==> src/rtl/trm_ram.sv <==
// Generic single-port-write, single-port-read synchronous RAM, registered read.
// No dependencies.
module trm_ram #(
    parameter int WIDTH = 32,
    parameter int DEPTH = 16,
    localparam int AW   = (DEPTH > 1) ? $clog2(DEPTH) : 1
) (
    input  logic             clk,
    input  logic             we,
    input  logic [AW-1:0]    waddr,
    input  logic [WIDTH-1:0] wdata,
    input  logic             re,
    input  logic [AW-1:0]    raddr,
    output logic [WIDTH-1:0] rdata
);

    logic [WIDTH-1:0] mem [DEPTH];
    logic [WIDTH-1:0] rdata_reg;

    always_ff @(posedge clk)
    begin
        if (we)
        begin
            mem[waddr] <= wdata;
        end
        if (re)
        begin
            rdata_reg <= mem[raddr];
        end
    end

    assign rdata = rdata_reg;

endmodule

==> config.mk <==
export PLATFORM = sky130hd
export DESIGN_NAME = trm_ram
export DESIGN_NICKNAME = d
export VERILOG_FILES = /design/src/rtl/trm_ram.sv
export SDC_FILE = /design/constraint.sdc
export NUM_CORES = 1
export LEC_CHECK = 0
export BUFFER_PORTS_ARGS = -buffer_cell sky130_fd_sc_hd__buf_2
export CAP_MARGIN = 5
export CORE_ASPECT_RATIO = 1.2
export CORE_MARGIN = 4
export CORE_UTILIZATION = 46
export CTS_CLUSTER_DIAMETER = 150
export CTS_CLUSTER_SIZE = 10
export DETAILED_ROUTE_END_ITERATION = 8
export HOLD_SLACK_MARGIN = 0.05
export PLACE_DENSITY = 0.63
export SYNTH_ARGS = -nofsm -noshare
export SYNTH_HDL_FRONTEND = slang
export SYNTH_SLANG_ARGS = --single-unit
==> constraint.sdc <==
create_clock -name clk -period 4 [get_ports clk]
set_input_delay 0.2 -clock clk [delete_from_list [all_inputs] [get_ports clk]]
set_output_delay 0.2 -clock clk [all_outputs]
set_load 0.01 [all_outputs]
==> results.py, run 1 <==
metrics = {
    "place": {
        "dp_cells": 1452,
        "dp_slack_ns": 1.57,
        "place.gp.congestion": 0.701,
        "numPortBuffers": 74,
        "dp_hpwl_mm": 23.2,
    },
    "clocking": {
        "clk_latency_ns": 0.60,
        "cts_buffers": 60,
        "cts_tree": "yes",
        "post_cts_resized": 0,
        "h-tree-depth": 2,
        "cts_setup_buffers": 0,
        "cts.clk_slew.worst_paths_ns": 0.05,
        "cts_root_buf": "clkbuf_16",
        "clockBufferDepth": 3,
        "cts_sinks": 544,
        "hold_buffers": 32,
    },
    "logic_synthesis": {
        "avgSynthCellArea_um2": 24.1,
        "seq_area_frac_synth_pct": 81.0,
        "synth_top_flop_cell": "edfxtp_1",
        "synth_edf_count": 544,
        "syn_area_mm2": 0.0202,
        "synth_area_leaders": "edfxtp_1 (81%), mux4_2 (14%), a22oi_1 (2.4%)",
        "synth_common_cells": "edfxtp_1 (544), mux4_2 (128), a22oi_1 (64)",
        "ys_types": 17,
        "synthCells": 838,
        "syn_nets": 881,
        "ys_seq_elements": 544,
        "async_reset_ff_share_pct": 0,
        "synth_top_cell_area_share_pct": 81.0,
        "yosys.area.top_type": "edfxtp_1",
        "yosysWarnings": 0,
        "synthMostInstantiatedCell": "edfxtp_1",
    },
    "cells_and_area": {
        "seqCellArea_mm2": 0.0163,
        "largest_reg_flops": 512,
        "fill_cells": 3193,
        "area_growth_pct": 15.4,
        "drive_gt1_share_pct": 31.9,
        "multi_input_area_mm2": 0.00375,
        "final_core_util_pct": 54.0,
        "instances_no_fill": 1548,
        "num_antenna_cells": 0,
        "finalNetCount": 1037,
    },
    "min_path": {
        "worst_hold_startpoint": "waddr[1]",
        "hp-class": "in2reg",
    },
    "timing": {
        "slew_viol_final": 0,
        "fin_crit_sh_pct": 42.8,
        "setup_ws_ns": 2.29,
        "hold_viol_final": 0,
        "tightest_slew_ns": 1.23,
        "whs_ns": 0.263,
        "setup_violations": 0,
        "max_freq_mhz": 584,
        "post-route-min-period_ns": 1.71,
        "rsz0062_at_grt": "no",
        "relSlewSlack_pct": 18.0,
        "finClkSkew_ns": 0.0138,
        "final.setup.tns_ns": 0,
    },
    "setup_path": {
        "startpoint": "raddr[0]",
        "crit_path_start_kind": "input pin",
        "worstPathMaxFanout": 50,
        "required_ns": 4.33,
        "worstSetupPathType": "in2reg",
        "worstSetupEndpointType": "flop",
        "cp_data_arrival_time_ns": 2.04,
        "rr_startpoint": "mem[9][15]$_DFFE_PP_",
    },
    "detailed_routing": {
        "wl_mm": 42.6,
        "via_count": 9130,
        "drc_errors": 0,
        "drt_pass1_iterations": 5,
        "drt-initial-drc-count": 791,
        "via_per_inst": 5.90,
        "ant_nets": 0,
        "wl_per_cell_um": 27.5,
    },
    "floorplan": {
        "die_w_um": 199,
        "core-area_mm2": 0.0431,
        "rows": 83,
        "dieArea_mm2": 0.0473,
        "start_util_pct": 46.8,
        "die_h_um": 237,
        "io_pins": 75,
    },
    "grt": {
        "overflow": 0,
        "grt_first_pass_wirelength_mm": 63.9,
        "antenna_found_initial": 0,
        "grt_max_degree": 52,
        "grt_pass1_vias": 9778,
        "grt_usage_pct": 18.3,
    },
    "flow_run": {
        "maxCapViolCount": 0,
    },
    "pwr": {
        "ir_drop_uv": 346,
        "power_density_mw_per_mm2": 501,
        "p_leak_nw": 7.44,
    },
    "status": {
        "outcome": "complete, no violations",
    },
}
==> report_power, final <==
group          leakage [nW]  switching (mW)  internal [mW]
Combinational          1.73           0.335          0.242
Sequential             4.94          0.0376           6.43
Clock                 0.765            1.99           2.63
==> worst max-delay path, stage by stage <==
cell,delay (ns)
clkbuf_8,0.51
buf_12,0.36
mux4_2,0.54
a22oi_1,0.30
nand2_1,0.08
==> cells by family (layout without fill, tap and decap cells) <==
group | after synthesis | count (layout) | share of synthesized area, %
simple gates | 59 | 59 | 1.25
buf+inv | 43 | 201 | 1.10
flops | 544 | 544 | 81.0
mux | 128 | 128 | 14.3
compound gates | 64 | 64 | 2.38
==> metal layers <==
layer	global-route usage, %	wire (um)	part of all wire (%)
met1	25.9	17900	42
met2	29.9	21500	51
met3	3.39	2370	5.6
met4	4.48	831	2.0
met5	0	0	0
==> placed cells by master (no fill, tap or decap), drive strengths merged <==
cell type	instances
a22oi	64
and2	1
buf	104
clkbuf	61
clkinv	2
dlygate4sd3	32
edfxtp	544
inv	2
mux4	128
nand2	33
nand2b	2
nand3	1
nand3b	2
nor2	13
nor2b	2
nor3	4
or3b	1
==> layout make-up <==
| type | count | area share (%) |
|---|---|---|
| clock buffer | 60 | 6.45 |
| clock inverter | 4 | 0.231 |
| multi-input combinational | 251 | 16.1 |
| sequential | 544 | 70.1 |
| tap | 552 | 2.97 |
| timing repair buffer | 137 | 4.12 |
==> path summary, 6_finish.rpt <==
check,cells after the start,to,slack [ns]
setup reg to reg,3,rdata[15]$_DFFE_PP_,2.52
setup / recovery,5,rdata[15]$_DFFE_PP_,2.29
hold / removal,3,mem[8][17]$_DFFE_PP_,0.26
hold reg to reg,3,rdata[13]$_DFFE_PP_,0.75
==> through the flow <==
stage,power (mW),area (um2)
6_report,11.7,23300
5_1_grt,12.0,23300
4_1_cts,11.8,23300
3_5_place_dp,7.15,21400
3_3_place_gp,7.13,21400
2_1_floorplan,6.89,20200
Power figures use the tool's default switching activity.
==> inputs of run 2 (changes only) <==
PLACE_DENSITY = 0.66   (was 0.63)
clock period = 1.45 ns   (was 4 ns; I/O delays follow)
==> results.py, run 2 (synthesis results as in run 1) <==
metrics = {
    "setup_path": {
        "worstRegToRegCells": 3,
        "worstSetupPathType": "reg2reg",
        "cp_data_arrival_time_ns": 1.76,
        "rr_startpoint": "mem[2][14]$_DFFE_PP_",
        "startpoint": "mem[2][14]$_DFFE_PP_",
        "r2r-end": "rdata[14]$_DFFE_PP_",
        "r2r_setup_slack_ns": 0.01,
        "worstSetupEndpointType": "flop",
        "required_ns": 1.78,
        "setup.worst_path.end": "rdata[14]$_DFFE_PP_",
        "worstPathMaxFanout": 1,
        "crit_path_start_kind": "flop",
    },
    "clocking": {
        "cts_sinks": 544,
        "cts_setup_buffers": 0,
        "clk_latency_ns": 0.59,
        "cts_root_buf": "clkbuf_16",
        "cts.clk_slew.worst_paths_ns": 0.05,
        "cts_tree": "yes",
        "h-tree-depth": 2,
        "clockBufferDepth": 3,
        "cts_buffers": 60,
    },
    "detailed_routing": {
        "drt_pass1_iterations": 5,
        "via_per_inst": 5.93,
        "wl_mm": 42.9,
        "ant_nets": 0,
        "drt-initial-drc-count": 934,
        "drc_errors": 0,
        "wl_per_cell_um": 26.7,
        "via_count": 9510,
    },
    "floorplan": {
        "die_w_um": 199,
        "rows": 83,
        "dieArea_mm2": 0.0473,
        "die_h_um": 237,
        "core-area_mm2": 0.0431,
        "start_util_pct": 46.8,
        "io_pins": 75,
    },
    "cells_and_area": {
        "fill_cells": 3067,
        "area_growth_pct": 20.5,
        "final_core_util_pct": 56.4,
        "largest_reg_flops": 512,
        "final_cell_mix": "edfxtp_1 (544), mux4_2 (128), buf_2 (72)",
        "instances_no_fill": 1604,
        "fin_area_mm2": 0.0243,
        "final_common_cell": "edfxtp_1",
        "multi_input_area_mm2": 0.00388,
        "seqCellArea_mm2": 0.0163,
        "finalNetCount": 1092,
        "drive_gt1_share_pct": 37.4,
    },
    "min_path": {
        "hp-class": "in2reg",
        "worst_hold_startpoint": "waddr[0]",
    },
    "place": {
        "numPortBuffers": 74,
        "dp_cells": 1506,
        "place_area_mm2": 0.0223,
        "place.gp.congestion": 0.708,
        "dp_hpwl_mm": 23.3,
    },
    "grt": {
        "antenna_found_initial": 2,
        "grt_pass1_vias": 10100,
        "grt_max_degree": 33,
        "grt_usage_pct": 18.5,
        "overflow": 0,
        "grt_first_pass_wirelength_mm": 64.1,
    },
    "timing": {
        "finClkSkew_ns": 0.0156,
        "rsz0062_at_grt": "yes",
        "whs_ns": 0.190,
        "fin_crit_sh_pct": 99.0,
        "hold_viol_final": 0,
        "relSlewSlack_pct": 30.3,
        "post-route-min-period_ns": 1.44,
        "tightest_slew_ns": 1.04,
        "setup_violations": 0,
        "max_freq_mhz": 697,
        "slew_viol_final": 0,
    },
    "pwr": {
        "ir_drop_uv": 946,
        "power_density_mw_per_mm2": 1330,
        "p_leak_nw": 7.87,
    },
    "flow_run": {
        "maxCapViolCount": 0,
    },
    "status": {
        "outcome": "complete, no violations",
    },
}
[run 2: cell count changes in the layout (fill, tap and decap cells not counted), sizes merged]
cell / before / now
buf: 104 / 158
clkbuf: 61 / 62
clkinv: 2 / 1
diode: 0 / 1
dlygate4sd3: 32 / 33
[run 2: repair_timing]
action	in CTS	in global routing
gates resized for setup	1	19
endpoints found under the setup margin	1	15
hold endpoints to repair	544	0
cloned	0	0
pin swaps	0	7
hold buffers	33	0
[run 2: layout make-up]
class                   instances  area share (%)
well taps                     552            2.84
multi-input cells             251            16.0
flip-flops and latches        544            67.2
repair buffers                192            7.56
clock buffers                  61            6.28
diodes                          1          0.0103
clock inverters                 3           0.108
[run 2: layer usage]
metal / wire [um] / track usage [%] / vias up
li1: - / - / 3989
met1: 18000 / 27.5 / 5100
met2: 21000 / 29.2 / 360
met3: 3140 / 3.03 / 59
met4: 694 / 4.42 / 2
met5: 13 / 0 / -
[run 2: worst min path at each step]
stage	to	slack (ns)	cells after the start
floorplan	mem[0][0]$_DFFE_PP_	0.17	0
global placement	mem[6][0]$_DFFE_PP_	0.44	1
detailed placement	mem[1][12]$_DFFE_PP_	0.46	1
CTS	mem[0][21]$_DFFE_PP_	0.16	4
global route	mem[0][22]$_DFFE_PP_	0.18	4
finish	mem[8][18]$_DFFE_PP_	0.19	4
[run 2: critical path: stages, from the launching register on]
cell,delay (ns)
edfxtp_1,0.40
mux4_2,0.49
a22oi_1,0.21
nand2_1,0.08
[run 2: power breakdown]
part           internal (mW)  switching [mW]
logic                  0.855           0.993
registers               17.7          0.0996
clock network           7.33            5.30
total                   25.9            6.40
[run 2: through the flow]
step / setup TNS, ns / power (mW) / worst slack (ns)
2_1_floorplan: -28.08 / 19.0 / -0.332
3_3_place_gp: -9.20 / 19.9 / -0.249
3_5_place_dp: -11.80 / 19.9 / -0.264
4_1_cts: 0 / 32.6 / 0.00308
5_1_grt: -0.0126 / 33.4 / -0.00989
6_report: 0 / 32.3 / 0.0143
