**config.mk**
```make
export PLATFORM = sky130hd
export DESIGN_NAME = trm_regfile
export DESIGN_NICKNAME = d
export VERILOG_FILES = /design/src/rtl/trm_pkg.sv /design/src/rtl/trm_ram.sv /design/src/rtl/trm_regfile.sv
export SDC_FILE = /design/constraint.sdc
export NUM_CORES = 1
export LEC_CHECK = 0
export BUFFER_PORTS_ARGS = -buffer_cell sky130_fd_sc_hd__buf_2
export CAP_MARGIN = 5
export CELL_PAD_IN_SITES_DETAIL_PLACEMENT = 1
export CELL_PAD_IN_SITES_GLOBAL_PLACEMENT = 2
export CORE_AREA = 3 3 237 239
export CTS_BUF_LIST = sky130_fd_sc_hd__clkbuf_16
export DETAILED_ROUTE_END_ITERATION = 16
export DIE_AREA = 0 0 240 242
export PLACE_DENSITY_LB_ADDON = 0.1
export REMOVE_ABC_BUFFERS = 1
export SKIP_CTS_REPAIR_TIMING = 1
export SYNTH_ARGS = -nofsm -noshare
export SYNTH_HDL_FRONTEND = slang
export SYNTH_SLANG_ARGS = --single-unit
```
**constraint.sdc**
```tcl
create_clock -name clk -period 4 [get_ports clk]
set_input_delay 0.8 -clock clk [delete_from_list [all_inputs] [get_ports clk]]
set_output_delay 0.8 -clock clk [all_outputs]
set_load 0.01 [all_outputs]
```
**src/rtl/trm_pkg.sv**
```systemverilog
// Types, instruction codes and helpers for the register machine execute block.
// No dependencies; imported by every module of the block except trm_ram.
package trm_pkg;

    localparam int ADDR_W    = 10;
    localparam int KIND_W    = 5;
    localparam int REG_AW    = 4;
    localparam int REG_SLOTS = 16;
    localparam int WORD_W    = 32;
    localparam int ADV_W     = 4;

    localparam logic [REG_AW-1:0] R0_IDX = '0;

    localparam logic [KIND_W-1:0] KIND_HALT          = 5'd0;
    localparam logic [KIND_W-1:0] KIND_MOV_LIT_REG   = 5'd1;
    localparam logic [KIND_W-1:0] KIND_MOV_REG_REG   = 5'd2;
    localparam logic [KIND_W-1:0] KIND_STORE_LIT_MEM = 5'd3;
    localparam logic [KIND_W-1:0] KIND_STORE_REG_MEM = 5'd4;
    localparam logic [KIND_W-1:0] KIND_STORE_MEM_MEM = 5'd5;
    localparam logic [KIND_W-1:0] KIND_LOAD_MEM_REG  = 5'd6;
    localparam logic [KIND_W-1:0] KIND_ADD_LIT_REG   = 5'd7;
    localparam logic [KIND_W-1:0] KIND_ADD_REG_REG   = 5'd8;
    localparam logic [KIND_W-1:0] KIND_SUB_LIT_REG   = 5'd9;
    localparam logic [KIND_W-1:0] KIND_SUB_REG_REG   = 5'd10;
    localparam logic [KIND_W-1:0] KIND_INC_REG       = 5'd11;
    localparam logic [KIND_W-1:0] KIND_INC_MEM       = 5'd12;
    localparam logic [KIND_W-1:0] KIND_DEC_REG       = 5'd13;
    localparam logic [KIND_W-1:0] KIND_DEC_MEM       = 5'd14;
    localparam logic [KIND_W-1:0] KIND_JMP           = 5'd15;
    localparam logic [KIND_W-1:0] KIND_JMP_NE        = 5'd16;
    localparam logic [KIND_W-1:0] KIND_JMP_EQ        = 5'd17;
    localparam logic [KIND_W-1:0] KIND_JMP_GT        = 5'd18;
    localparam logic [KIND_W-1:0] KIND_JMP_LT        = 5'd19;
    localparam logic [KIND_W-1:0] KIND_ILLEGAL       = 5'd20;
    localparam logic [KIND_W-1:0] KIND_START         = 5'd21;

    // Instruction pointer advance per instruction length
    localparam logic [ADV_W-1:0] ADV_HALT  = 4'd1;
    localparam logic [ADV_W-1:0] ADV_TINY  = 4'd2;
    localparam logic [ADV_W-1:0] ADV_SHORT = 4'd3;
    localparam logic [ADV_W-1:0] ADV_MEMRW = 4'd5;
    localparam logic [ADV_W-1:0] ADV_MID   = 4'd6;
    localparam logic [ADV_W-1:0] ADV_LONG  = 4'd9;

    typedef struct packed {
        logic [KIND_W-1:0] kind;
        logic [WORD_W-1:0] literal;
        logic [REG_AW-1:0] src_reg;
        logic [REG_AW-1:0] dst_reg;
        logic [ADDR_W-1:0] address;
        logic [ADDR_W-1:0] second_address;
    } trm_in_t;

    typedef struct packed {
        logic [WORD_W-1:0] next_ip;
        logic              still_running;
        logic [REG_AW-1:0] changed_reg;
        logic [WORD_W-1:0] changed_value;
        logic [WORD_W-1:0] r0_value;
    } trm_out_t;

    typedef struct packed {
        logic              we;
        logic [REG_AW-1:0] addr;
        logic [WORD_W-1:0] data;
    } trm_rf_wr_t;

    typedef struct packed {
        trm_rf_wr_t        rf;
        logic              mem_we;
        logic              mem_second;
        logic [WORD_W-1:0] mem_wdata;
    } trm_wb_t;

    // Reduce a word address modulo the memory depth by conditional subtraction
    // of the depth scaled by descending powers of two.
    function automatic logic [ADDR_W-1:0] addr_wrap(input logic [ADDR_W-1:0] a,
                                                    input int unsigned words);
        logic [ADDR_W:0] r;
        longint unsigned sh;
        r = {1'b0, a};
        for (int k = ADDR_W - 1; k >= 0; k--) begin
            sh = longint'(words) << k;
            if (sh < (longint'(1) << ADDR_W)) begin
                if (r >= sh[ADDR_W:0]) begin
                    r = r - sh[ADDR_W:0];
                end
            end
        end
        return r[ADDR_W-1:0];
    endfunction

endpackage

```
**src/rtl/trm_ram.sv**
```systemverilog
// Generic single-port-write, single-port-read synchronous RAM, registered read.
// No dependencies.
module trm_ram #(
    parameter int WIDTH = 32,
    parameter int DEPTH = 16,
    localparam int AW   = (DEPTH > 1) ? $clog2(DEPTH) : 1
) (
    input  logic             clk,
    input  logic             we,
    input  logic [AW-1:0]    waddr,
    input  logic [WIDTH-1:0] wdata,
    input  logic             re,
    input  logic [AW-1:0]    raddr,
    output logic [WIDTH-1:0] rdata
);

    logic [WIDTH-1:0] mem [DEPTH];
    logic [WIDTH-1:0] rdata_reg;

    always_ff @(posedge clk)
    begin
        if (we)
        begin
            mem[waddr] <= wdata;
        end
        if (re)
        begin
            rdata_reg <= mem[raddr];
        end
    end

    assign rdata = rdata_reg;

endmodule

```
**src/rtl/trm_regfile.sv**
```systemverilog
// Register file: two RAM copies for the source and destination read ports,
// per-entry valid bits for the zero reset, and same-edge write forwarding.
// Depends on trm_pkg and trm_ram.
module trm_regfile
    import trm_pkg::*;
(
    input  logic              clk,
    input  logic              rst_n,
    input  logic              rd_en,
    input  logic [REG_AW-1:0] rd_src,
    input  logic [REG_AW-1:0] rd_dst,
    input  trm_rf_wr_t        wr,
    output logic [WORD_W-1:0] src_data,
    output logic [WORD_W-1:0] dst_data
);

    logic [REG_SLOTS-1:0] vld_reg;
    logic                 src_byp_reg;
    logic [WORD_W-1:0]    src_byp_data_reg;
    logic                 dst_byp_reg;
    logic [WORD_W-1:0]    dst_byp_data_reg;
    logic [WORD_W-1:0]    src_q;
    logic [WORD_W-1:0]    dst_q;
    logic                 src_hit;
    logic                 dst_hit;

    trm_ram #(.WIDTH(WORD_W), .DEPTH(REG_SLOTS)) u_ram_src (
        .clk   (clk),
        .we    (wr.we),
        .waddr (wr.addr),
        .wdata (wr.data),
        .re    (rd_en),
        .raddr (rd_src),
        .rdata (src_q)
    );

    trm_ram #(.WIDTH(WORD_W), .DEPTH(REG_SLOTS)) u_ram_dst (
        .clk   (clk),
        .we    (wr.we),
        .waddr (wr.addr),
        .wdata (wr.data),
        .re    (rd_en),
        .raddr (rd_dst),
        .rdata (dst_q)
    );

    assign src_hit = wr.we && (wr.addr == rd_src);
    assign dst_hit = wr.we && (wr.addr == rd_dst);

    always_ff @(posedge clk or negedge rst_n)
    begin
        if (!rst_n)
        begin
            vld_reg <= '0;
        end
        else if (wr.we)
        begin
            vld_reg[wr.addr] <= 1'b1;
        end
    end

    // Take the word being written this edge, or zero for a never-written entry
    always_ff @(posedge clk)
    begin
        if (rd_en)
        begin
            src_byp_reg      <= src_hit || !vld_reg[rd_src];
            src_byp_data_reg <= src_hit ? wr.data : '0;
            dst_byp_reg      <= dst_hit || !vld_reg[rd_dst];
            dst_byp_data_reg <= dst_hit ? wr.data : '0;
        end
    end

    assign src_data = src_byp_reg ? src_byp_data_reg : src_q;
    assign dst_data = dst_byp_reg ? dst_byp_data_reg : dst_q;

endmodule

```
==> impl_metrics.env, run 1 <==
export IMPL_wl_per_cell_um=33.3
export IMPL_drtIter0Drc=1444
export IMPL_seqPwrFrac_pct=50.8
export IMPL_fin_setup_tns_ns=0
export IMPL_hpwl_um=40300
export IMPL_grt_pass1_wl_um=106000
export IMPL_synth_distinct_cells=28
export IMPL_final_layout_size_suffix_gt1_share_pct=41.9
export IMPL_worstSkewPairLatency_ns=0.60
export IMPL_seq_area_mm2=0.0197
export IMPL_synth_top_area_cell="edfxtp_1"
export IMPL_p_switching_mw=3.43
export IMPL_largest_register="u_ram_src.mem"
export IMPL_switching_share_pct=21.9
export IMPL_vias=14462
export IMPL_antennaDiodeCount=0
export IMPL_dieArea_mm2=0.0581
export IMPL_start_kind="flip-flop"
export IMPL_nets=1471
export IMPL_p_int_mw=12.2
export IMPL_setup_viol=0
export IMPL_overflow=0
export IMPL_cp_max_fo=12
export IMPL_ant_nets=0
export IMPL_start_util_pct=54.1
export IMPL_gp_congestion=0.752
export IMPL_synth_cells=1271
export IMPL_pwr_share_clk_pct=40.6
export IMPL_arrival_ns=2.47
export IMPL_yosys_warnings=0
export IMPL_fmax_mhz=305
export IMPL_via_per_inst=6.65
export IMPL_min_path_type="in -> async"
export IMPL_io_pins=112
export IMPL_ys_seq_elements=658
export IMPL_slew_headroom_pct=39.8
export IMPL_final_hold_viol_count=0
export IMPL_synth_area_leaders="edfxtp_1 (66%), mux4_2 (23%), mux4_1 (2.2%)"
export IMPL_yosysSeqAreaShare_pct=67.3
export IMPL_hold_slack_ns=0.128
export IMPL_core_mm2=0.0540
export IMPL_antenna_found_initial=3
export IMPL_synthMuxAreaShare_pct=28.0
export IMPL_multi_input_area_mm2=0.00912
export IMPL_r2r_setup_slack_ns=2.30
export IMPL_port_buffers=111
export IMPL_crit_path_end_kind="output pin"
export IMPL_criticalPathCategory="reg -> out"
export IMPL_worst_pin_slew_ns=0.903
export IMPL_pwr_density_cell_mw_per_mm2=471
export IMPL_grt_pass1_vias=15676
export IMPL_largest_reg_flops=480
export IMPL_synth_adder_area_share_pct=0
export IMPL_final_cell_mix="edfxtp_1 (642), mux4_2 (302), buf_2 (106), clkbuf_16 (77), and2_1 (64)"
export IMPL_finalClockSkew_ns=0.0112
export IMPL_synth_area_mm2=0.0292
export IMPL_htreeDepth=3
export IMPL_max_cap_viol_count=0
export IMPL_firstDrtPassIters=5
export IMPL_grt_max_degree=56
export IMPL_synthSimpleGateAreaFrac_pct=2.34
export IMPL_grt_use_total_pct=25.8
export IMPL_synth_compound_area_share_pct=0.154
export IMPL_die_y_um=242
export IMPL_period_share_pct=81.8
export IMPL_outcome="completed"
export IMPL_rows=85
export IMPL_rsz0062_at_grt="false"
export IMPL_syn_to_final_growth_pct=13.6
export IMPL_cts_sinks=658
export IMPL_ir_drop_mv=0.320
export IMPL_tritoncts="done"
export IMPL_p_leak_nw=10.8
export IMPL_cts_clk_slew_worst_paths_ns=0.06
export IMPL_finalWirelength_um=72600
export IMPL_fillers=4374
export IMPL_drc=0
export IMPL_clockBufferDepth=3
export IMPL_finalCriticalPeriod_ns=3.27
export IMPL_synth_top_cell_area_share_pct=66.0
export IMPL_numCtsBuffers=72
export IMPL_fp_dieW_um=240
export IMPL_pwr_share_comb_pct=8.6
export IMPL_final_common_cell="edfxtp_1"
export IMPL_synth_xor_area_share_pct=0.240
export IMPL_syn_avg_cell_area_um2=23.0
export IMPL_root_buffer="clkbuf_16"
export IMPL_maxSlewViolCount=0
export IMPL_synth_top_family_by_area="multiplexers"
export IMPL_crit_required_ns=3.20
## kinds of logic after synthesis
family	after synthesis
xor gates and xnor gates	8
DFF	658
muxes	394
AOI/OAI and AO/OA	6
buffers and inverters	92
and+or+nand+nor	113
## synth_stat cells, drive strengths merged
master and instances:
buf 46, nand3 3, and2 64, mux4 326, a31o 2, o211ai 2, or2 16, nor3 4
edfxtp 642, nand2 3, nor2 12, nand3b 6, mux2i 4, nor4 2, clkbuf 46, xnor2 2
dfrtp 16, or3b 1, mux2 64, nand2b 2, a31oi 2, xor2 6
## layout make-up
cell class / count / share of cell area [%]
Clock buffer: 77 / 5.80
Clock inverter: 54 / 1.07
Multi-Input combinational cell: 521 / 27.5
Timing Repair Buffer: 170 / 3.79
Sequential cell: 658 / 59.3
Tap cell: 696 / 2.62
## power by group through the flow
stage	Sequential, mW	Clock [mW]	Combinational (mW)
after global routing	7.96	6.78	1.44
final	7.94	6.36	1.34
after CTS	7.94	6.50	1.36
after floorplan	8.05	0	0.682
after detailed placement	8.09	0	1.36
after global placement	8.07	0	1.33
## critical path, stage by stage, from the launching register on
cell	delay [ns]
edfxtp_1	0.88
buf_4	0.41
mux2_1	0.40
buf_2	0.16
## metal layers
layer,track usage [%],wire length [µm],up-vias
li1,-,-,5860
met1,36.8,29800,7873
met2,42.0,36300,601
met3,4.96,4930,124
met4,6.01,1560,4
met5,0,26,-
## stage by stage
stage	utilization [%]	instance area (µm²)	worst slack (ns)	total power, mW	std cells
floorplan	-	28700	-0.0126	8.74	1179
global placement	57.2	30900	0.870	9.40	2045
detailed placement	57.2	30900	0.847	9.45	2045
CTS	61.5	33200	0.697	15.8	2176
global route	61.5	33200	0.643	16.2	2176
finish	61.5	33200	0.727	15.6	2176
## path summary, 6_finish.rpt
kind | cells after the start | from | endpoint
hold reg to reg | 1 | vld_reg[1]$_DFFE_PN0P_ | vld_reg[1]$_DFFE_PN0P_
hold / removal | 1 | rst_n | vld_reg[4]$_DFFE_PN0P_
setup reg to reg | 2 | u_ram_src.mem[12][13]$_DFFE_PP_ | u_ram_dst.rdata[13]$_DFFE_PP_
min in group clk | 1 | vld_reg[1]$_DFFE_PN0P_ | vld_reg[1]$_DFFE_PN0P_
setup / recovery | 3 | src_byp_reg$_DFFE_PP_ | src_data[25]
max in group asynchronous | 1 | rst_n | vld_reg[15]$_DFFE_PN0P_
Note: power is estimated with default switching activity, not from simulation.
==> inputs of run 2 (changes only) <==
--- a/config.mk
+++ b/config.mk
@@ -5,14 +5,15 @@
 export SDC_FILE = /design/constraint.sdc
 export NUM_CORES = 1
 export LEC_CHECK = 0
+export ABC_AREA = 1
 export BUFFER_PORTS_ARGS = -buffer_cell sky130_fd_sc_hd__buf_2
 export CAP_MARGIN = 5
 export CELL_PAD_IN_SITES_DETAIL_PLACEMENT = 1
 export CELL_PAD_IN_SITES_GLOBAL_PLACEMENT = 2
-export CORE_AREA = 3 3 237 239
+export CORE_AREA = 3 3 292 294
 export CTS_BUF_LIST = sky130_fd_sc_hd__clkbuf_16
 export DETAILED_ROUTE_END_ITERATION = 16
-export DIE_AREA = 0 0 240 242
+export DIE_AREA = 0 0 295 297
 export PLACE_DENSITY_LB_ADDON = 0.1
 export REMOVE_ABC_BUFFERS = 1
 export SKIP_CTS_REPAIR_TIMING = 1
==> constraint.sdc (replaced) <==
create_clock -name clk -period 2.95 [get_ports clk]
set_input_delay 0.59 -clock clk [delete_from_list [all_inputs] [get_ports clk]]
set_output_delay 0.59 -clock clk [all_outputs]
set_load 0.01 [all_outputs]
==> run 2 against run 1 <==
- synthesized cell count grew 130%
- final cell count increased by 90%
- register-to-register slack lost 0.69 ns
- global-route usage down 1.1 points
- sequential cell count is the same
- clock-buffer cell count is 1 higher
- sequential share of layout area is 4.3 points lower
- worst setup slack got worse by 0.46 ns
- wire length up 50%
- hold slack gained 0.22 ns
- critical endpoint is now dst_data[27]
==> impl_metrics.env, run 2 <==
export IMPL_outcome="completed"
export IMPL_dieArea_mm2=0.0876
export IMPL_synth_most_common_cell="edfxtp_1"
export IMPL_overflow=0
export IMPL_design_area_mm2=0.0358
export IMPL_cts_sinks=658
export IMPL_final_cell_mix="edfxtp_1 (642), nand2_1 (434), nand3_1 (414), inv_1 (332), o211ai_1 (328)"
export IMPL_synthTopCellsByCount="edfxtp_1 (642), nand2_1 (434), nand3_1 (414), o211ai_1 (328), inv_1 (313)"
export IMPL_synth_adder_area_share_pct=0
export IMPL_crit_required_ns=2.36
export IMPL_ys_seq_elements=658
export IMPL_grtUsageMet1_pct=34.3
export IMPL_p_leak_nw=13.2
export IMPL_ir_drop_mv=0.348
export IMPL_final_layout_size_suffix_gt1_share_pct=13.4
export IMPL_fp_dieW_um=295
export IMPL_maxSlewViolCount=0
export IMPL_synth_compound_area_share_pct=14.1
export IMPL_synth_area_mm2=0.0315
export IMPL_drc=0
export IMPL_final_hold_viol_count=0
export IMPL_start_util_pct=37.9
export IMPL_fmax_mhz=373
export IMPL_worstSkewPairLatency_ns=0.63
export IMPL_finalClockSkew_ns=0.0177
export IMPL_dp_cells=3990
export IMPL_grt_use_total_pct=24.6
export IMPL_synth_edf_count=642
export IMPL_tritoncts="done"
export IMPL_rows=106
export IMPL_placed_area_mm2=0.0334
export IMPL_synthMuxAreaShare_pct=2.29
export IMPL_start_kind="flip-flop"
export IMPL_numCtsBuffers=77
export IMPL_arrival_ns=2.09
export IMPL_finalWirelength_um=109000
export IMPL_port_buffers=111
export IMPL_synth_top_area_cell="edfxtp_1"
export IMPL_cts_clk_slew_worst_paths_ns=0.06
export IMPL_synth_area_leaders="edfxtp_1 (61%), o211ai_1 (7.8%), nand3_1 (6.6%)"
export IMPL_yosys_warnings=0
export IMPL_synth_top_family_by_area="compound AO/OA/AOI/OAI gates"
export IMPL_ant_nets=0
export IMPL_root_buffer="clkbuf_16"
export IMPL_grt_met2_usage_pct=40.6
export IMPL_async_flop_share_pct=2.43
export IMPL_synthSimpleGateAreaFrac_pct=13.0
export IMPL_largest_reg_flops=480
export IMPL_clockBufferDepth=3
export IMPL_multi_input_area_mm2=0.00939
export IMPL_firstDrtPassIters=5
export IMPL_final_common_cell="edfxtp_1"
export IMPL_period_share_pct=90.9
export IMPL_gp_congestion=0.793
export IMPL_synth_ff_type="edfxtp_1"
export IMPL_place_ws_ns=0.543
export IMPL_synth_distinct_cells=29
export IMPL_grt_pass1_wl_um=160000
export IMPL_drtIter0Drc=1964
export IMPL_crit_path_end_kind="output pin"
export IMPL_syn_to_final_growth_pct=13.6
export IMPL_nets=3038
export IMPL_via_per_inst=5.68
export IMPL_synth_top_cell_area_share_pct=61.2
export IMPL_worst_slack_ns=0.267
export IMPL_syn_avg_cell_area_um2=10.8
export IMPL_power_mw=22.1
export IMPL_yosysSeqAreaShare_pct=62.5
export IMPL_finalCriticalPeriod_ns=2.68
export IMPL_die_y_um=297
export IMPL_core_mm2=0.0832
export IMPL_wl_per_cell_um=26.3
export IMPL_cp_max_fo=20
export IMPL_pwr_density_cell_mw_per_mm2=617
export IMPL_rsz0062_at_grt="false"
export IMPL_post_route_util_pct=43.0
export IMPL_grt_busiest_layer="met2"
export IMPL_largest_register="u_ram_src.mem"
export IMPL_stdcell_count=4130
export IMPL_htreeDepth=3
export IMPL_hpwl_um=64200
export IMPL_vias=23445
export IMPL_criticalPathCategory="reg -> out"
export IMPL_seq_area_mm2=0.0197
export IMPL_antennaDiodeCount=0
export IMPL_io_pins=112
export IMPL_synth_xor_area_share_pct=0.0556
export IMPL_fin_setup_tns_ns=0
export IMPL_fillers=9003
export IMPL_antenna_found_initial=6
export IMPL_grt_max_degree=124
export IMPL_slew_headroom_pct=51.5
export IMPL_grt_pass1_vias=24133
export IMPL_met3_usage_pct=3.20
export IMPL_worst_pin_slew_ns=0.728
export IMPL_setup_viol=0
export IMPL_max_cap_viol_count=0
export IMPL_synth_cells=2927
export IMPL_hold_slack_ns=0.350
export IMPL_min_path_type="in -> reg"
run 2: changes by cell type after synthesis, sizes merged, moves of 186 or more:
cell    change
o21ai     +200
mux4      -326
inv       +315
o211ai    +326
a21oi     +186
nand3     +411
nand2     +431
run 2: area by class of cell:
cell class | count | area share, %
Timing Repair Buffer | 216 | 4.97
Inverter | 318 | 3.36
Clock buffer | 78 | 5.45
Tap cell | 1080 | 3.78
Multi-Input combinational cell | 1719 | 26.2
Clock inverter | 61 | 1.24
Sequential cell | 658 | 55.0
run 2: logic make-up after synthesis:
| family | count (synthesis) |
|---|---|
| DFF | 658 |
| xor gates and xnor gates | 2 |
| muxes | 64 |
| AOI/OAI and AO/OA | 718 |
| buffers and inverters | 550 |
| and+or+nand+nor | 935 |
run 2: final timing paths:
check                                                startpoint                               to  slack [ns]  depth (start not counted)
min in group asynchronous                                 rst_n           vld_reg[2]$_DFFE_PN0P_        0.47                          2
max in group asynchronous                                 rst_n           vld_reg[8]$_DFFE_PN0P_        2.16                          2
worst min register to register          vld_reg[12]$_DFFE_PN0P_          vld_reg[12]$_DFFE_PN0P_        0.47                          2
worst max register to register  u_ram_src.mem[14][24]$_DFFE_PP_    u_ram_src.rdata[24]$_DFFE_PP_        1.61                          4
worst min-delay path                                     wr[12]  u_ram_src.mem[14][12]$_DFFE_PP_        0.35                          1
worst max-delay path                      dst_byp_reg$_DFFE_PP_                     dst_data[27]        0.27                          3
run 2: metal layers:
layer,part of all wire [%],vias up,wire (µm)
li1,-,10663,-
met1,45,12011,49400
met2,47,617,51600
met3,5.0,152,5450
met4,2.1,2,2230
met5,0.012,-,13
run 2: critical path, cell delays in order, from the launching register on:
cell,delay [ns]
edfxtp_1,0.37
buf_4,0.50
mux2_2,0.43
buf_2,0.15
run 2: power breakdown:
part | internal [mW] | switching [mW] | total, mW
Combinational | 0.688 | 1.53 | 2.22
Sequential | 10.6 | 0.0955 | 10.7
Clock | 5.31 | 3.89 | 9.20
