--- config.mk ---
export PLATFORM = sky130hd
export DESIGN_NAME = trm_exec
export DESIGN_NICKNAME = d
export VERILOG_FILES = /design/src/rtl/trm_pkg.sv /design/src/rtl/trm_exec.sv
export SDC_FILE = /design/constraint.sdc
export NUM_CORES = 1
export LEC_CHECK = 0
export ABC_CLOCK_PERIOD_IN_PS = 26700
export BUFFER_PORTS_ARGS = -buffer_cell sky130_fd_sc_hd__buf_2
export CORE_AREA = 2 2 208 210
export DETAILED_ROUTE_END_ITERATION = 6
export DIE_AREA = 0 0 210 212
export PLACE_DENSITY = 0.48
export SETUP_SLACK_MARGIN = 0.4
export SYNTH_ARGS = -nofsm -noshare
export SYNTH_HDL_FRONTEND = slang
export SYNTH_SLANG_ARGS = --single-unit
--- constraint.sdc ---
create_clock -name vclk -period 26.7
set_input_delay 4.005 -clock vclk [all_inputs]
set_output_delay 4.005 -clock vclk [all_outputs]
set_load 0.005 [all_outputs]
--- src/rtl/trm_pkg.sv ---
// Types, instruction codes and helpers for the register machine execute block.
// No dependencies; imported by every module of the block except trm_ram.
package trm_pkg;

    localparam int ADDR_W    = 10;
    localparam int KIND_W    = 5;
    localparam int REG_AW    = 4;
    localparam int REG_SLOTS = 16;
    localparam int WORD_W    = 32;
    localparam int ADV_W     = 4;

    localparam logic [REG_AW-1:0] R0_IDX = '0;

    localparam logic [KIND_W-1:0] KIND_HALT          = 5'd0;
    localparam logic [KIND_W-1:0] KIND_MOV_LIT_REG   = 5'd1;
    localparam logic [KIND_W-1:0] KIND_MOV_REG_REG   = 5'd2;
    localparam logic [KIND_W-1:0] KIND_STORE_LIT_MEM = 5'd3;
    localparam logic [KIND_W-1:0] KIND_STORE_REG_MEM = 5'd4;
    localparam logic [KIND_W-1:0] KIND_STORE_MEM_MEM = 5'd5;
    localparam logic [KIND_W-1:0] KIND_LOAD_MEM_REG  = 5'd6;
    localparam logic [KIND_W-1:0] KIND_ADD_LIT_REG   = 5'd7;
    localparam logic [KIND_W-1:0] KIND_ADD_REG_REG   = 5'd8;
    localparam logic [KIND_W-1:0] KIND_SUB_LIT_REG   = 5'd9;
    localparam logic [KIND_W-1:0] KIND_SUB_REG_REG   = 5'd10;
    localparam logic [KIND_W-1:0] KIND_INC_REG       = 5'd11;
    localparam logic [KIND_W-1:0] KIND_INC_MEM       = 5'd12;
    localparam logic [KIND_W-1:0] KIND_DEC_REG       = 5'd13;
    localparam logic [KIND_W-1:0] KIND_DEC_MEM       = 5'd14;
    localparam logic [KIND_W-1:0] KIND_JMP           = 5'd15;
    localparam logic [KIND_W-1:0] KIND_JMP_NE        = 5'd16;
    localparam logic [KIND_W-1:0] KIND_JMP_EQ        = 5'd17;
    localparam logic [KIND_W-1:0] KIND_JMP_GT        = 5'd18;
    localparam logic [KIND_W-1:0] KIND_JMP_LT        = 5'd19;
    localparam logic [KIND_W-1:0] KIND_ILLEGAL       = 5'd20;
    localparam logic [KIND_W-1:0] KIND_START         = 5'd21;

    // Instruction pointer advance per instruction length
    localparam logic [ADV_W-1:0] ADV_HALT  = 4'd1;
    localparam logic [ADV_W-1:0] ADV_TINY  = 4'd2;
    localparam logic [ADV_W-1:0] ADV_SHORT = 4'd3;
    localparam logic [ADV_W-1:0] ADV_MEMRW = 4'd5;
    localparam logic [ADV_W-1:0] ADV_MID   = 4'd6;
    localparam logic [ADV_W-1:0] ADV_LONG  = 4'd9;

    typedef struct packed {
        logic [KIND_W-1:0] kind;
        logic [WORD_W-1:0] literal;
        logic [REG_AW-1:0] src_reg;
        logic [REG_AW-1:0] dst_reg;
        logic [ADDR_W-1:0] address;
        logic [ADDR_W-1:0] second_address;
    } trm_in_t;

    typedef struct packed {
        logic [WORD_W-1:0] next_ip;
        logic              still_running;
        logic [REG_AW-1:0] changed_reg;
        logic [WORD_W-1:0] changed_value;
        logic [WORD_W-1:0] r0_value;
    } trm_out_t;

    typedef struct packed {
        logic              we;
        logic [REG_AW-1:0] addr;
        logic [WORD_W-1:0] data;
    } trm_rf_wr_t;

    typedef struct packed {
        trm_rf_wr_t        rf;
        logic              mem_we;
        logic              mem_second;
        logic [WORD_W-1:0] mem_wdata;
    } trm_wb_t;

    // Reduce a word address modulo the memory depth by conditional subtraction
    // of the depth scaled by descending powers of two.
    function automatic logic [ADDR_W-1:0] addr_wrap(input logic [ADDR_W-1:0] a,
                                                    input int unsigned words);
        logic [ADDR_W:0] r;
        longint unsigned sh;
        r = {1'b0, a};
        for (int k = ADDR_W - 1; k >= 0; k--) begin
            sh = longint'(words) << k;
            if (sh < (longint'(1) << ADDR_W)) begin
                if (r >= sh[ADDR_W:0]) begin
                    r = r - sh[ADDR_W:0];
                end
            end
        end
        return r[ADDR_W-1:0];
    endfunction

endpackage

--- src/rtl/trm_exec.sv ---
// Execute logic: resolves register operands, runs the shared adder, computes
// the next instruction pointer, run flag and write-back.
// Depends on trm_pkg.
module trm_exec
    import trm_pkg::*;
#(
    parameter int NUM_REGS = 16,
    localparam int IDX_W   = (NUM_REGS > REG_SLOTS) ? $clog2(NUM_REGS) : REG_AW
) (
    input  trm_in_t           item,
    input  logic [WORD_W-1:0] src_raw,
    input  logic [WORD_W-1:0] dst_raw,
    input  logic [WORD_W-1:0] mem_rd,
    input  logic [WORD_W-1:0] ip,
    input  logic [WORD_W-1:0] acc,
    input  logic [WORD_W-1:0] r0,
    input  logic              run,
    input  logic [IDX_W-1:0]  last,
    input  logic [WORD_W-1:0] last_val,
    output trm_wb_t           wb,
    output logic [WORD_W-1:0] ip_next,
    output logic [WORD_W-1:0] acc_next,
    output logic [WORD_W-1:0] r0_next,
    output logic              run_next,
    output logic [IDX_W-1:0]  last_next,
    output logic [WORD_W-1:0] last_val_next,
    output logic [WORD_W-1:0] changed_value
);

    localparam logic [IDX_W-1:0] IP_IDX  = IDX_W'(NUM_REGS - 1);
    localparam logic [IDX_W-1:0] ACC_IDX = IDX_W'(NUM_REGS - 2);
    localparam logic [IDX_W-1:0] R0_X    = IDX_W'(R0_IDX);
    localparam logic [IDX_W:0]   NREG    = (IDX_W + 1)'(NUM_REGS);

    logic [IDX_W-1:0]  src_x;
    logic [IDX_W-1:0]  dst_x;
    logic              src_ok;
    logic              dst_ok;
    logic [WORD_W-1:0] src_val;
    logic [WORD_W-1:0] dst_val;
    logic [WORD_W-1:0] opa;
    logic [WORD_W-1:0] opb;
    logic              neg;
    logic [WORD_W-1:0] value;
    logic [ADV_W-1:0]  adv;
    logic              is_reg;
    logic              is_mem;
    logic              is_jump;
    logic              take;
    logic              is_start;
    logic              is_halt;
    logic              mem_second;
    logic [WORD_W-1:0] ip_base;
    logic [WORD_W-1:0] ip_adv;
    logic [WORD_W-1:0] target;

    assign src_x  = IDX_W'(item.src_reg);
    assign dst_x  = IDX_W'(item.dst_reg);
    assign src_ok = {1'b0, src_x} < NREG;
    assign dst_ok = {1'b0, dst_x} < NREG;
    assign target = WORD_W'(item.address);

    // The pointer, accumulator and R0 live in flops; out-of-range reads give zero
    always_comb
    begin
        if (!src_ok)
            src_val = '0;
        else if (src_x == IP_IDX)
            src_val = ip;
        else if (src_x == ACC_IDX)
            src_val = acc;
        else if (src_x == R0_X)
            src_val = r0;
        else
            src_val = src_raw;

        if (!dst_ok)
            dst_val = '0;
        else if (dst_x == IP_IDX)
            dst_val = ip;
        else if (dst_x == ACC_IDX)
            dst_val = acc;
        else if (dst_x == R0_X)
            dst_val = r0;
        else
            dst_val = dst_raw;
    end

    always_comb
    begin
        opa        = item.literal;
        opb        = '0;
        neg        = 1'b0;
        adv        = ADV_HALT;
        is_reg     = 1'b0;
        is_mem     = 1'b0;
        is_jump    = 1'b0;
        take       = 1'b0;
        is_start   = 1'b0;
        is_halt    = 1'b0;
        mem_second = 1'b0;
        unique case (item.kind)
            KIND_MOV_LIT_REG:
            begin
                is_reg = 1'b1;
                adv    = ADV_MID;
            end
            KIND_MOV_REG_REG:
            begin
                is_reg = 1'b1;
                opa    = src_val;
                adv    = ADV_SHORT;
            end
            KIND_STORE_LIT_MEM:
            begin
                is_mem = 1'b1;
                adv    = ADV_LONG;
            end
            KIND_STORE_REG_MEM:
            begin
                is_mem = 1'b1;
                opa    = src_val;
                adv    = ADV_MID;
            end
            KIND_STORE_MEM_MEM:
            begin
                is_mem     = 1'b1;
                mem_second = 1'b1;
                opa        = mem_rd;
                adv        = ADV_LONG;
            end
            KIND_LOAD_MEM_REG:
            begin
                is_reg = 1'b1;
                opa    = mem_rd;
                adv    = ADV_MID;
            end
            KIND_ADD_LIT_REG:
            begin
                is_reg = 1'b1;
                opa    = dst_val;
                opb    = item.literal;
                adv    = ADV_MID;
            end
            KIND_ADD_REG_REG:
            begin
                is_reg = 1'b1;
                opa    = dst_val;
                opb    = src_val;
                adv    = ADV_SHORT;
            end
            KIND_SUB_LIT_REG:
            begin
                is_reg = 1'b1;
                opa    = dst_val;
                opb    = item.literal;
                neg    = 1'b1;
                adv    = ADV_MID;
            end
            KIND_SUB_REG_REG:
            begin
                is_reg = 1'b1;
                opa    = dst_val;
                opb    = src_val;
                neg    = 1'b1;
                adv    = ADV_SHORT;
            end
            KIND_INC_REG:
            begin
                is_reg = 1'b1;
                opa    = dst_val;
                opb    = WORD_W'(1);
                adv    = ADV_TINY;
            end
            KIND_DEC_REG:
            begin
                is_reg = 1'b1;
                opa    = dst_val;
                opb    = WORD_W'(1);
                neg    = 1'b1;
                adv    = ADV_TINY;
            end
            KIND_INC_MEM:
            begin
                is_mem = 1'b1;
                opa    = mem_rd;
                opb    = WORD_W'(1);
                adv    = ADV_MEMRW;
            end
            KIND_DEC_MEM:
            begin
                is_mem = 1'b1;
                opa    = mem_rd;
                opb    = WORD_W'(1);
                neg    = 1'b1;
                adv    = ADV_MEMRW;
            end
            KIND_JMP:
            begin
                is_jump = 1'b1;
                take    = 1'b1;
                adv     = ADV_MID;
            end
            KIND_JMP_NE:
            begin
                is_jump = 1'b1;
                take    = (acc != src_val);
                adv     = ADV_MID;
            end
            KIND_JMP_EQ:
            begin
                is_jump = 1'b1;
                take    = (acc == src_val);
                adv     = ADV_MID;
            end
            KIND_JMP_GT:
            begin
                is_jump = 1'b1;
                take    = (acc > src_val);
                adv     = ADV_MID;
            end
            KIND_JMP_LT:
            begin
                is_jump = 1'b1;
                take    = (acc < src_val);
                adv     = ADV_MID;
            end
            KIND_START:
            begin
                is_start = 1'b1;
            end
            default:
            begin
                is_halt = 1'b1;
            end
        endcase
    end

    assign value = neg ? (opa - opb) : (opa + opb);

    // A register write to the pointer lands first, then the advance is added
    assign ip_base = (is_reg && (dst_x == IP_IDX)) ? value : ip;
    assign ip_adv  = ip_base + WORD_W'(adv);

    always_comb
    begin
        if (is_start || (is_jump && take))
            ip_next = target;
        else
            ip_next = ip_adv;

        if (is_start)
            run_next = 1'b1;
        else if (is_halt)
            run_next = 1'b0;
        else
            run_next = run;

        if (is_reg)
            last_next = dst_x;
        else if (is_start)
            last_next = last;
        else
            last_next = IP_IDX;

        if (is_reg)
            last_val_next = dst_ok ? value : '0;
        else
            last_val_next = last_val;
    end

    assign acc_next = (is_reg && (dst_x == ACC_IDX)) ? value : acc;
    assign r0_next  = (is_reg && (dst_x == R0_X)) ? value : r0;

    assign changed_value = (last_next == IP_IDX) ? ip_next : last_val_next;

    assign wb.rf.we      = is_reg && dst_ok;
    assign wb.rf.addr    = item.dst_reg;
    assign wb.rf.data    = value;
    assign wb.mem_we     = is_mem;
    assign wb.mem_second = mem_second;
    assign wb.mem_wdata  = value;

endmodule

==> impl_metrics.toml, run 1 <==
[outcome]
status = "complete, no violations"

[detailed_routing]
routed_wl_um = 70100
first_iter_violations = 1532
wl_per_cell_um = 26.7
route.detailed.drc = 0
ant_nets = 0
vias = 15100
drt_first_pass_iters = 7
via_per_inst = 5.73

[global_routing]
grt_max_degree = 66
antenna_found_initial = 21
grt_usage_pct = 29.6
gr-total-overflow = 0
grt_pass1_wl_um = 97300
grt_pass1_vias = 13500

[yosys]
synth_top_cell_area_share_pct = 9.05
ys_seq_area_share_pct = 0
synth_area_leaders = "o21ai_0, ha_1, nand2_1"
synth_cells = 1663
synth_cell_types = 79
synth-warning-count = 0
syn-num-nets = 2028
synth.most_common_cell = "nand2_1"
avgSynthCellArea_um2 = 6.18
synth_top_area_cell = "o21ai_0"
syn_area_um2 = 10300
synth_common_cells = "nand2_1, o21ai_0, nor2_1"

[die]
fp.dieH_um = 212
die_w_um = 210
num_rows = 76
ios = 530
initial_utilization_pct = 24.2
die_area_um2 = 44500
coreArea_um2 = 42500

[power]
power.total_mw = 0.669
p_leak_nw = 6.26
peakVddDrop_mv = 0.0215
p_per_area_nw_per_um2 = 50.5

[worst_setup_path]
cp-start-kind = "input port"
cp.required_ns = 22.69
setup.worst_path.class = "in -> out"
cp_slowest_stage_delay_ns = 1.03
worstPathArrival_ns = 12.53
crit_fanout = 51
cp_slowest_cell = "o21ai_0"
crit_path_end_kind = "output port"
crit_chain = "buf_2 -> buf_4 -> nand4_1 -> o21ai_0 -> a2bb2oi_1 -> nand3_1 -> o31ai_1 -> xor2_1 -> ha_1 -> a21oi_1 -> o21ai_0 -> a221oi_1 -> a21boi_0 -> nor3b_1 -> a31oi_1 -> a211oi_1 -> nand3_1 -> o31a_1 -> nor3_1 -> mux2_2 -> buf_2"

[sta]
maxSlewViolCount = 0
worst_pin_slew_ns = 1.06
min_period_ns = 16.53
hold_viol = 0
rsz0062_at_grt = "false"
period_share_pct = 61.9
setup_viol = 0
fmax_mhz = 60.5
setup_tns_ns = 0
slew_headroom_pct = 29.6

[final_layout]
drive_gt1_share_pct = 32.2
design.seq.count = 0
area_growth_pct = 28.8
stdcell_count = 2628
clockBufferCount = 0
fin_area_um2 = 13200
seq_area_um2 = 0
post-route-util_pct = 31.2
finalNetCount = 2436

[clock_tree]
cts_hold_buf = 0
cts_setup_buffers = 0
post_cts_resized = 0

[placement]
dpl_cell_area_um2 = 13200
port_buffers = 520
hpwl_um = 58600
gp_congestion = 1.02
placedCellCount = 2615

[hold_path]
whs_endpoint = "wb[68]"
hold_path_class = "in -> out"
hold_path_startpoint = "item[22]"
hold_path_depth = 2

[run]
drv_cap = 0
-- layout make-up --
type,count,area (um2)
antenna,13,32.5
fill,4754,29300
inverter,66,248
multi-input combinational,1440,9360
tap,546,683
timing repair buffer,563,2930
-- per-stage QoR --
| step | hold slack (ns) | worst slack (ns) |
|---|---|---|
| 2_1_floorplan | 8.09 | 12.65 |
| 3_3_place_gp | 8.24 | 10.48 |
| 3_5_place_dp | 8.25 | 10.43 |
| 4_1_cts | 8.25 | 10.42 |
| 5_1_grt | 8.26 | 9.55 |
| 6_report | 8.24 | 10.17 |
-- metal layers --
layer | vias to the layer above | part of all wire (%) | track usage [%]
li1 | 6948 | - | -
met1 | 7270 | 46 | 42.8
met2 | 757 | 43 | 44.7
met3 | 84 | 9.0 | 6.04
met4 | 8 | 2.3 | 6.99
met5 | - | 0.060 | 0
-- cells in the final DEF, fill, tap and decap left out, drive strengths merged, types with 9 or more instances in the layout --
master and n:
nand4 29, xnor2 48, nand2 230, o21a 21, or2 16, inv 66, nor2 129, a211oi 53
o22ai 13, nor2b 18, nand3 29, and3 9, ha 69, nor3 40, a21oi 125, o21ai 200
mux2i 49, o31ai 12, a222oi 16, a22oi 27, mux2 54, xor2 26, a31oi 25, diode 13
and2 15, o211ai 17, buf 563, a21o 31, nand2b 20, o221ai 16
-- report_power, final --
group / leakage (nW) / total, mW / switching (mW) / internal [mW]
sequential: 0 / 0 / 0 / 0
clock: 0.0000824 / 0.0000000577 / 0 / 0.0000000576
combinational: 6.26 / 0.669 / 0.430 / 0.239
-- worst max-delay path by stage --
stage,start,end,depth (start not counted)
3_5_place_dp,item[24],changed_value[29],22
5_1_grt,item[24],changed_value[29],22
2_1_floorplan,item[27],changed_value[30],24
4_1_cts,item[24],changed_value[29],22
6_report,item[24],changed_value[29],21
3_3_place_gp,item[24],changed_value[29],22
-- cell families after synthesis --
family / synth area share (%)
mux: 10.7
fa+ha+maj: 8.78
compound gates: 38.3
buf+inv: 9.77
xor+xnor: 6.30
simple gates: 26.1
-- worst max-delay path: cells and delay by family --
| family | cells | cell delay [ns] |
|---|---|---|
| buffers and inverters | 3 | 0.72 |
| AO/OA/AOI/OAI | 10 | 4.74 |
| multiplexers | 1 | 0.22 |
| AND/OR/NAND/NOR | 5 | 2.20 |
| XOR/XNOR | 1 | 0.23 |
| adder cells (fa/ha/maj) | 1 | 0.33 |
Power figures use the tool's default switching activity.
==> run 2: changes to the inputs <==
--- a/config.mk
+++ b/config.mk
@@ -5,12 +5,12 @@
 export SDC_FILE = /design/constraint.sdc
 export NUM_CORES = 1
 export LEC_CHECK = 0
-export ABC_CLOCK_PERIOD_IN_PS = 26700
+export ABC_CLOCK_PERIOD_IN_PS = 15350
 export BUFFER_PORTS_ARGS = -buffer_cell sky130_fd_sc_hd__buf_2
-export CORE_AREA = 2 2 208 210
+export CORE_AREA = 2 2 204 206
 export DETAILED_ROUTE_END_ITERATION = 6
-export DIE_AREA = 0 0 210 212
-export PLACE_DENSITY = 0.48
+export DIE_AREA = 0 0 206 208
+export PLACE_DENSITY = 0.5
 export SETUP_SLACK_MARGIN = 0.4
 export SYNTH_ARGS = -nofsm -noshare
 export SYNTH_HDL_FRONTEND = slang
==> constraint.sdc (replaced) <==
create_clock -name vclk -period 15.35
set_input_delay 2.3025 -clock vclk [all_inputs]
set_output_delay 2.3025 -clock vclk [all_outputs]
set_load 0.005 [all_outputs]
==> run 2 against run 1 <==
Net effect:
- non-clock buffer count is 5 higher
- sequential share of layout area stayed put
- critical endpoint unchanged
- final cell count is 0.53% lower
- via count is 0.56% higher
- die area is 3.8% lower
- largest power group unchanged
==> impl_metrics.toml, run 2 (synthesis gave the netlist of run 1 again) <==
[die]
coreArea_um2 = 40600
num_rows = 74
ios = 530
initial_utilization_pct = 25.4
die_area_um2 = 42800
die_w_um = 206
fp.dieH_um = 208

[sta]
maxSlewViolCount = 0
holdWs_ns = 4.84
slew_headroom_pct = 19.3
setup_viol = 0
fmax_mhz = 75.7
setup_tns_ns = 0
hold_viol = 0
period_share_pct = 86.0
setup_ws_ns = 2.15
min_period_ns = 13.20
worst_pin_slew_ns = 1.19
rsz0062_at_grt = "false"

[power]
p_leak_nw = 6.28
switching_share_pct = 64.1
p_int_mw = 0.425
peakVddDrop_mv = 0.0500
combPwrFrac_pct = 100.0
p_clk_share_pct = 0
p_switching_mw = 0.758
p_per_area_nw_per_um2 = 89.2
sequentialPowerShare_pct = 0

[outcome]
status = "complete, no violations"

[worst_setup_path]
crit_path_end_kind = "output port"
crit_fanout = 25
worstPathArrival_ns = 10.90
crit_chain = "buf_2 -> nand4_1 -> o21ai_0 -> a2bb2oi_1 -> nand3_1 -> o31ai_1 -> xor2_1 -> ha_1 -> a21oi_1 -> o21ai_0 -> a221oi_1 -> a21boi_0 -> nor3b_1 -> a31oi_1 -> a211oi_1 -> nand3_1 -> o31a_1 -> nor3_1 -> mux2_2 -> buf_2"
setup.worst_path.class = "in -> out"
cp.required_ns = 13.05
cp_slowest_stage_delay_ns = 1.04
cp-start-kind = "input port"
cp_slowest_cell = "o21ai_0"

[final_layout]
layout_commonest_cell = "buf_2"
seq_area_um2 = 0
multi_input_area_um2 = 9360
drive_gt1_share_pct = 32.4
n_fill_cell = 4582
clockBufferCount = 0
finalNetCount = 2441
design.seq.count = 0
area_growth_pct = 28.9
final_cell_mix = "buf_2, nand2_1, o21ai_0"

[global_routing]
grt_max_degree = 66
grt_pass1_vias = 13900
gr-total-overflow = 0
grt_usage_pct = 30.6
grt_pass1_wl_um = 97500
antenna_found_initial = 11

[detailed_routing]
route.detailed.drc = 0
routed_wl_um = 69800
ant_nets = 0
first_iter_violations = 1661
vias = 15200
wl_per_cell_um = 26.7
via_per_inst = 5.80
drt_first_pass_iters = 6

[clock_tree]
post_cts_resized = 0
cts_setup_buffers = 0
cts_hold_buf = 0

[placement]
pre_cts_slack_ns = 2.44
hpwl_um = 58000
port_buffers = 520
gp_congestion = 1.00

[run]
drv_cap = 0

[hold_path]
hold_path_class = "in -> out"
[run 2: changes by cell type in the layout (fill, tap and decap cells not counted)]
cell / delta
diode_2: -5
buf_4: +5
[run 2: worst max-delay path: cells and delay by family]
| family | cells | cell delay (ns) |
|---|---|---|
| multiplexers | 1 | 0.23 |
| AND/OR/NAND/NOR | 5 | 2.30 |
| AO/OA/AOI/OAI | 10 | 4.99 |
| buffers and inverters | 2 | 0.55 |
| XOR/XNOR | 1 | 0.18 |
| adder cells (fa/ha/maj) | 1 | 0.32 |
[run 2: cell type report]
class | count | area share, %
Antenna cell | 8 | 0.151
Tap cell | 532 | 5.02
Multi-Input combinational cell | 1440 | 70.6
Inverter | 66 | 1.87
Timing Repair Buffer | 568 | 22.4
[run 2: layer usage]
| layer | wire length, um | share of wire, % | GRT usage, % | vias up |
|---|---|---|---|---|
| li1 | - | - | - | 6953 |
| met1 | 30900 | 44 | 43.3 | 7280 |
| met2 | 30600 | 44 | 47.8 | 832 |
| met3 | 6950 | 10 | 6.12 | 81 |
| met4 | 1300 | 1.9 | 5.67 | 6 |
| met5 | 37 | 0.053 | 0 | - |
[run 2: final timing paths]
kind / start / endpoint / cells past startpoint / slack (ns)
worst max-delay path: item[24] / changed_value[29] / 20 / 2.15
worst min-delay path: item[23] / wb[69] / 2 / 4.84
[run 2: power by group through the flow]
| stage | clock network, mW | registers [mW] | logic (mW) |
|---|---|---|---|
| 6_report | 0.0000000703 | 0 | 1.18 |
| 5_1_grt | 0.0000000613 | 0 | 1.26 |
| 4_1_cts | 0 | 0 | 1.16 |
| 3_5_place_dp | 0 | 0 | 1.15 |
| 3_3_place_gp | 0 | 0 | 1.15 |
| 2_1_floorplan | 0 | 0 | 0.629 |
[run 2: per-stage QoR]
stage | util, % | power, mW | instance area [um2] | instances
2_1_floorplan | - | 0.629 | 10300 | 1663
3_3_place_gp | 32.6 | 1.15 | 13200 | 2606
4_1_cts | 32.6 | 1.16 | 13200 | 2606
3_5_place_dp | 32.6 | 1.15 | 13200 | 2606
5_1_grt | 32.7 | 1.26 | 13300 | 2613
6_report | 32.7 | 1.18 | 13300 | 2614
==> run 3: changes to the inputs <==
--- a/config.mk
+++ b/config.mk
@@ -5,12 +5,12 @@
 export SDC_FILE = /design/constraint.sdc
 export NUM_CORES = 1
 export LEC_CHECK = 0
-export ABC_CLOCK_PERIOD_IN_PS = 15350
+export ABC_CLOCK_PERIOD_IN_PS = 17050
 export BUFFER_PORTS_ARGS = -buffer_cell sky130_fd_sc_hd__buf_2
-export CORE_AREA = 2 2 204 206
+export CORE_AREA = 2 2 208 210
 export DETAILED_ROUTE_END_ITERATION = 6
-export DIE_AREA = 0 0 206 208
-export PLACE_DENSITY = 0.5
+export DIE_AREA = 0 0 210 212
+export PLACE_DENSITY = 0.48
 export SETUP_SLACK_MARGIN = 0.4
 export SYNTH_ARGS = -nofsm -noshare
 export SYNTH_HDL_FRONTEND = slang
==> constraint.sdc (replaced) <==
create_clock -name vclk -period 17.05
set_input_delay 2.5575 -clock vclk [all_inputs]
set_output_delay 2.5575 -clock vclk [all_outputs]
set_load 0.005 [all_outputs]
==> run 3 against run 2 <==
Net effect:
- combinational power fell by 12%
- critical path depth rose by 1
- utilization fell by 1.6 points
- clock-buffer cell count did not move
- critical path type unchanged
==> impl_metrics.toml, run 3 (synthesis gave the netlist of run 1 again) <==
[die]
die_area_um2 = 44500
coreArea_um2 = 42500
initial_utilization_pct = 24.2
fp.dieH_um = 212
num_rows = 76
ios = 530
die_w_um = 210

[final_layout]
layout_commonest_cell = "buf_2"
drive_gt1_share_pct = 32.1
design.seq.count = 0
post-route-util_pct = 31.1
seq_area_um2 = 0
clockBufferCount = 0
multi_input_area_um2 = 9360
final_cell_mix = "buf_2, nand2_1, o21ai_0"
fin_area_um2 = 13200
stdcell_count = 2624
n_fill_cell = 4772
finalNetCount = 2432
area_growth_pct = 28.5

[sta]
slew_headroom_pct = 23.7
period_share_pct = 80.6
hold_viol = 0
maxSlewViolCount = 0
setup_tns_ns = 0
min_period_ns = 13.74
fmax_mhz = 72.8
setup_viol = 0
worst_pin_slew_ns = 1.14
rsz0062_at_grt = "false"

[hold_path]
whs_endpoint = "wb[68]"
hold_path_startpoint = "item[22]"
hold_path_class = "in -> out"
hold_path_depth = 2

[worst_setup_path]
crit_fanout = 51
setup.worst_path.class = "in -> out"
cp.required_ns = 14.49
cp-start-kind = "input port"
worstPathArrival_ns = 11.18
crit_path_end_kind = "output port"

[global_routing]
grt_max_degree = 66
gr-total-overflow = 0
grt_pass1_vias = 13600
grt_usage_pct = 29.2
grt_pass1_wl_um = 96200
antenna_found_initial = 27

[detailed_routing]
via_per_inst = 5.79
first_iter_violations = 1740
ant_nets = 0
routed_wl_um = 69800
drt_first_pass_iters = 6
vias = 15200
wl_per_cell_um = 26.6
route.detailed.drc = 0

[power]
p_leak_nw = 6.24
peakVddDrop_mv = 0.0327
p_per_area_nw_per_um2 = 79.0

[run]
drv_cap = 0

[placement]
port_buffers = 520
hpwl_um = 57900
dpl_cell_area_um2 = 13200
gp_congestion = 0.979
placedCellCount = 2611

[clock_tree]
cts_setup_buffers = 0
post_cts_resized = 0
cts_hold_buf = 0

[outcome]
status = "complete, no violations"
-- run 3: changes by cell type in the layout (fill, tap and decap cells not counted), sizes merged --
cell,previous run,this run
buf,568,559
diode,8,13
-- run 3: how the worst max path moves through the flow --
| stage | startpoint | end | cells past startpoint |
|---|---|---|---|
| detailed placement | item[24] | changed_value[29] | 21 |
| floorplan | item[27] | changed_value[30] | 24 |
| global placement | item[24] | changed_value[29] | 21 |
| CTS | item[24] | changed_value[29] | 21 |
| finish | item[24] | changed_value[29] | 21 |
| global route | item[24] | changed_value[29] | 21 |
-- run 3: where the power goes --
part           internal [mW]   total [mW]  switching (mW)
logic                  0.368         1.04           0.675
registers                  0            0               0
clock network    0.000000102  0.000000102               0
-- run 3: area by class of cell --
class / count / area share, %
multi-input combinational: 1440 / 70.8
timing repair buffer: 559 / 21.9
tap: 546 / 5.17
inverter: 66 / 1.87
antenna: 13 / 0.246
-- run 3: worst max-delay path, cell delays in order --
cell       delay (ns)
buf_2            0.08
buf_4            0.52
nand4_1          0.80
o21ai_0          1.03
a2bb2oi_1        0.43
nand3_1          0.42
o31ai_1          0.40
xor2_1           0.20
ha_1             0.33
a21oi_1          0.37
o21ai_0          0.22
a221oi_1         0.80
a21boi_0         0.26
nor3b_1          0.44
a31oi_1          0.20
a211oi_1         0.75
nand3_1          0.33
o31a_1           0.32
nor3_1           0.34
mux2_2           0.23
buf_2            0.10
-- run 3: routing by layer --
| layer | vias up | wire [um] | GRT usage (%) |
|---|---|---|---|
| met5 | - | 114 | 0 |
| met3 | 83 | 7000 | 6.32 |
| met2 | 827 | 30400 | 45.5 |
| met4 | 20 | 1470 | 5.89 |
| li1 | 6952 | - | - |
| met1 | 7307 | 30800 | 41.1 |
-- run 3: stage by stage --
stage / power (mW) / setup WS (ns) / hold WS (ns)
finish: 1.04 / 3.31 / 5.35
global route: 1.11 / 2.96 / 5.37
CTS: 1.02 / 3.63 / 5.35
detailed placement: 1.02 / 3.65 / 5.36
global placement: 1.01 / 3.80 / 5.35
floorplan: 0.567 / 5.89 / 5.20
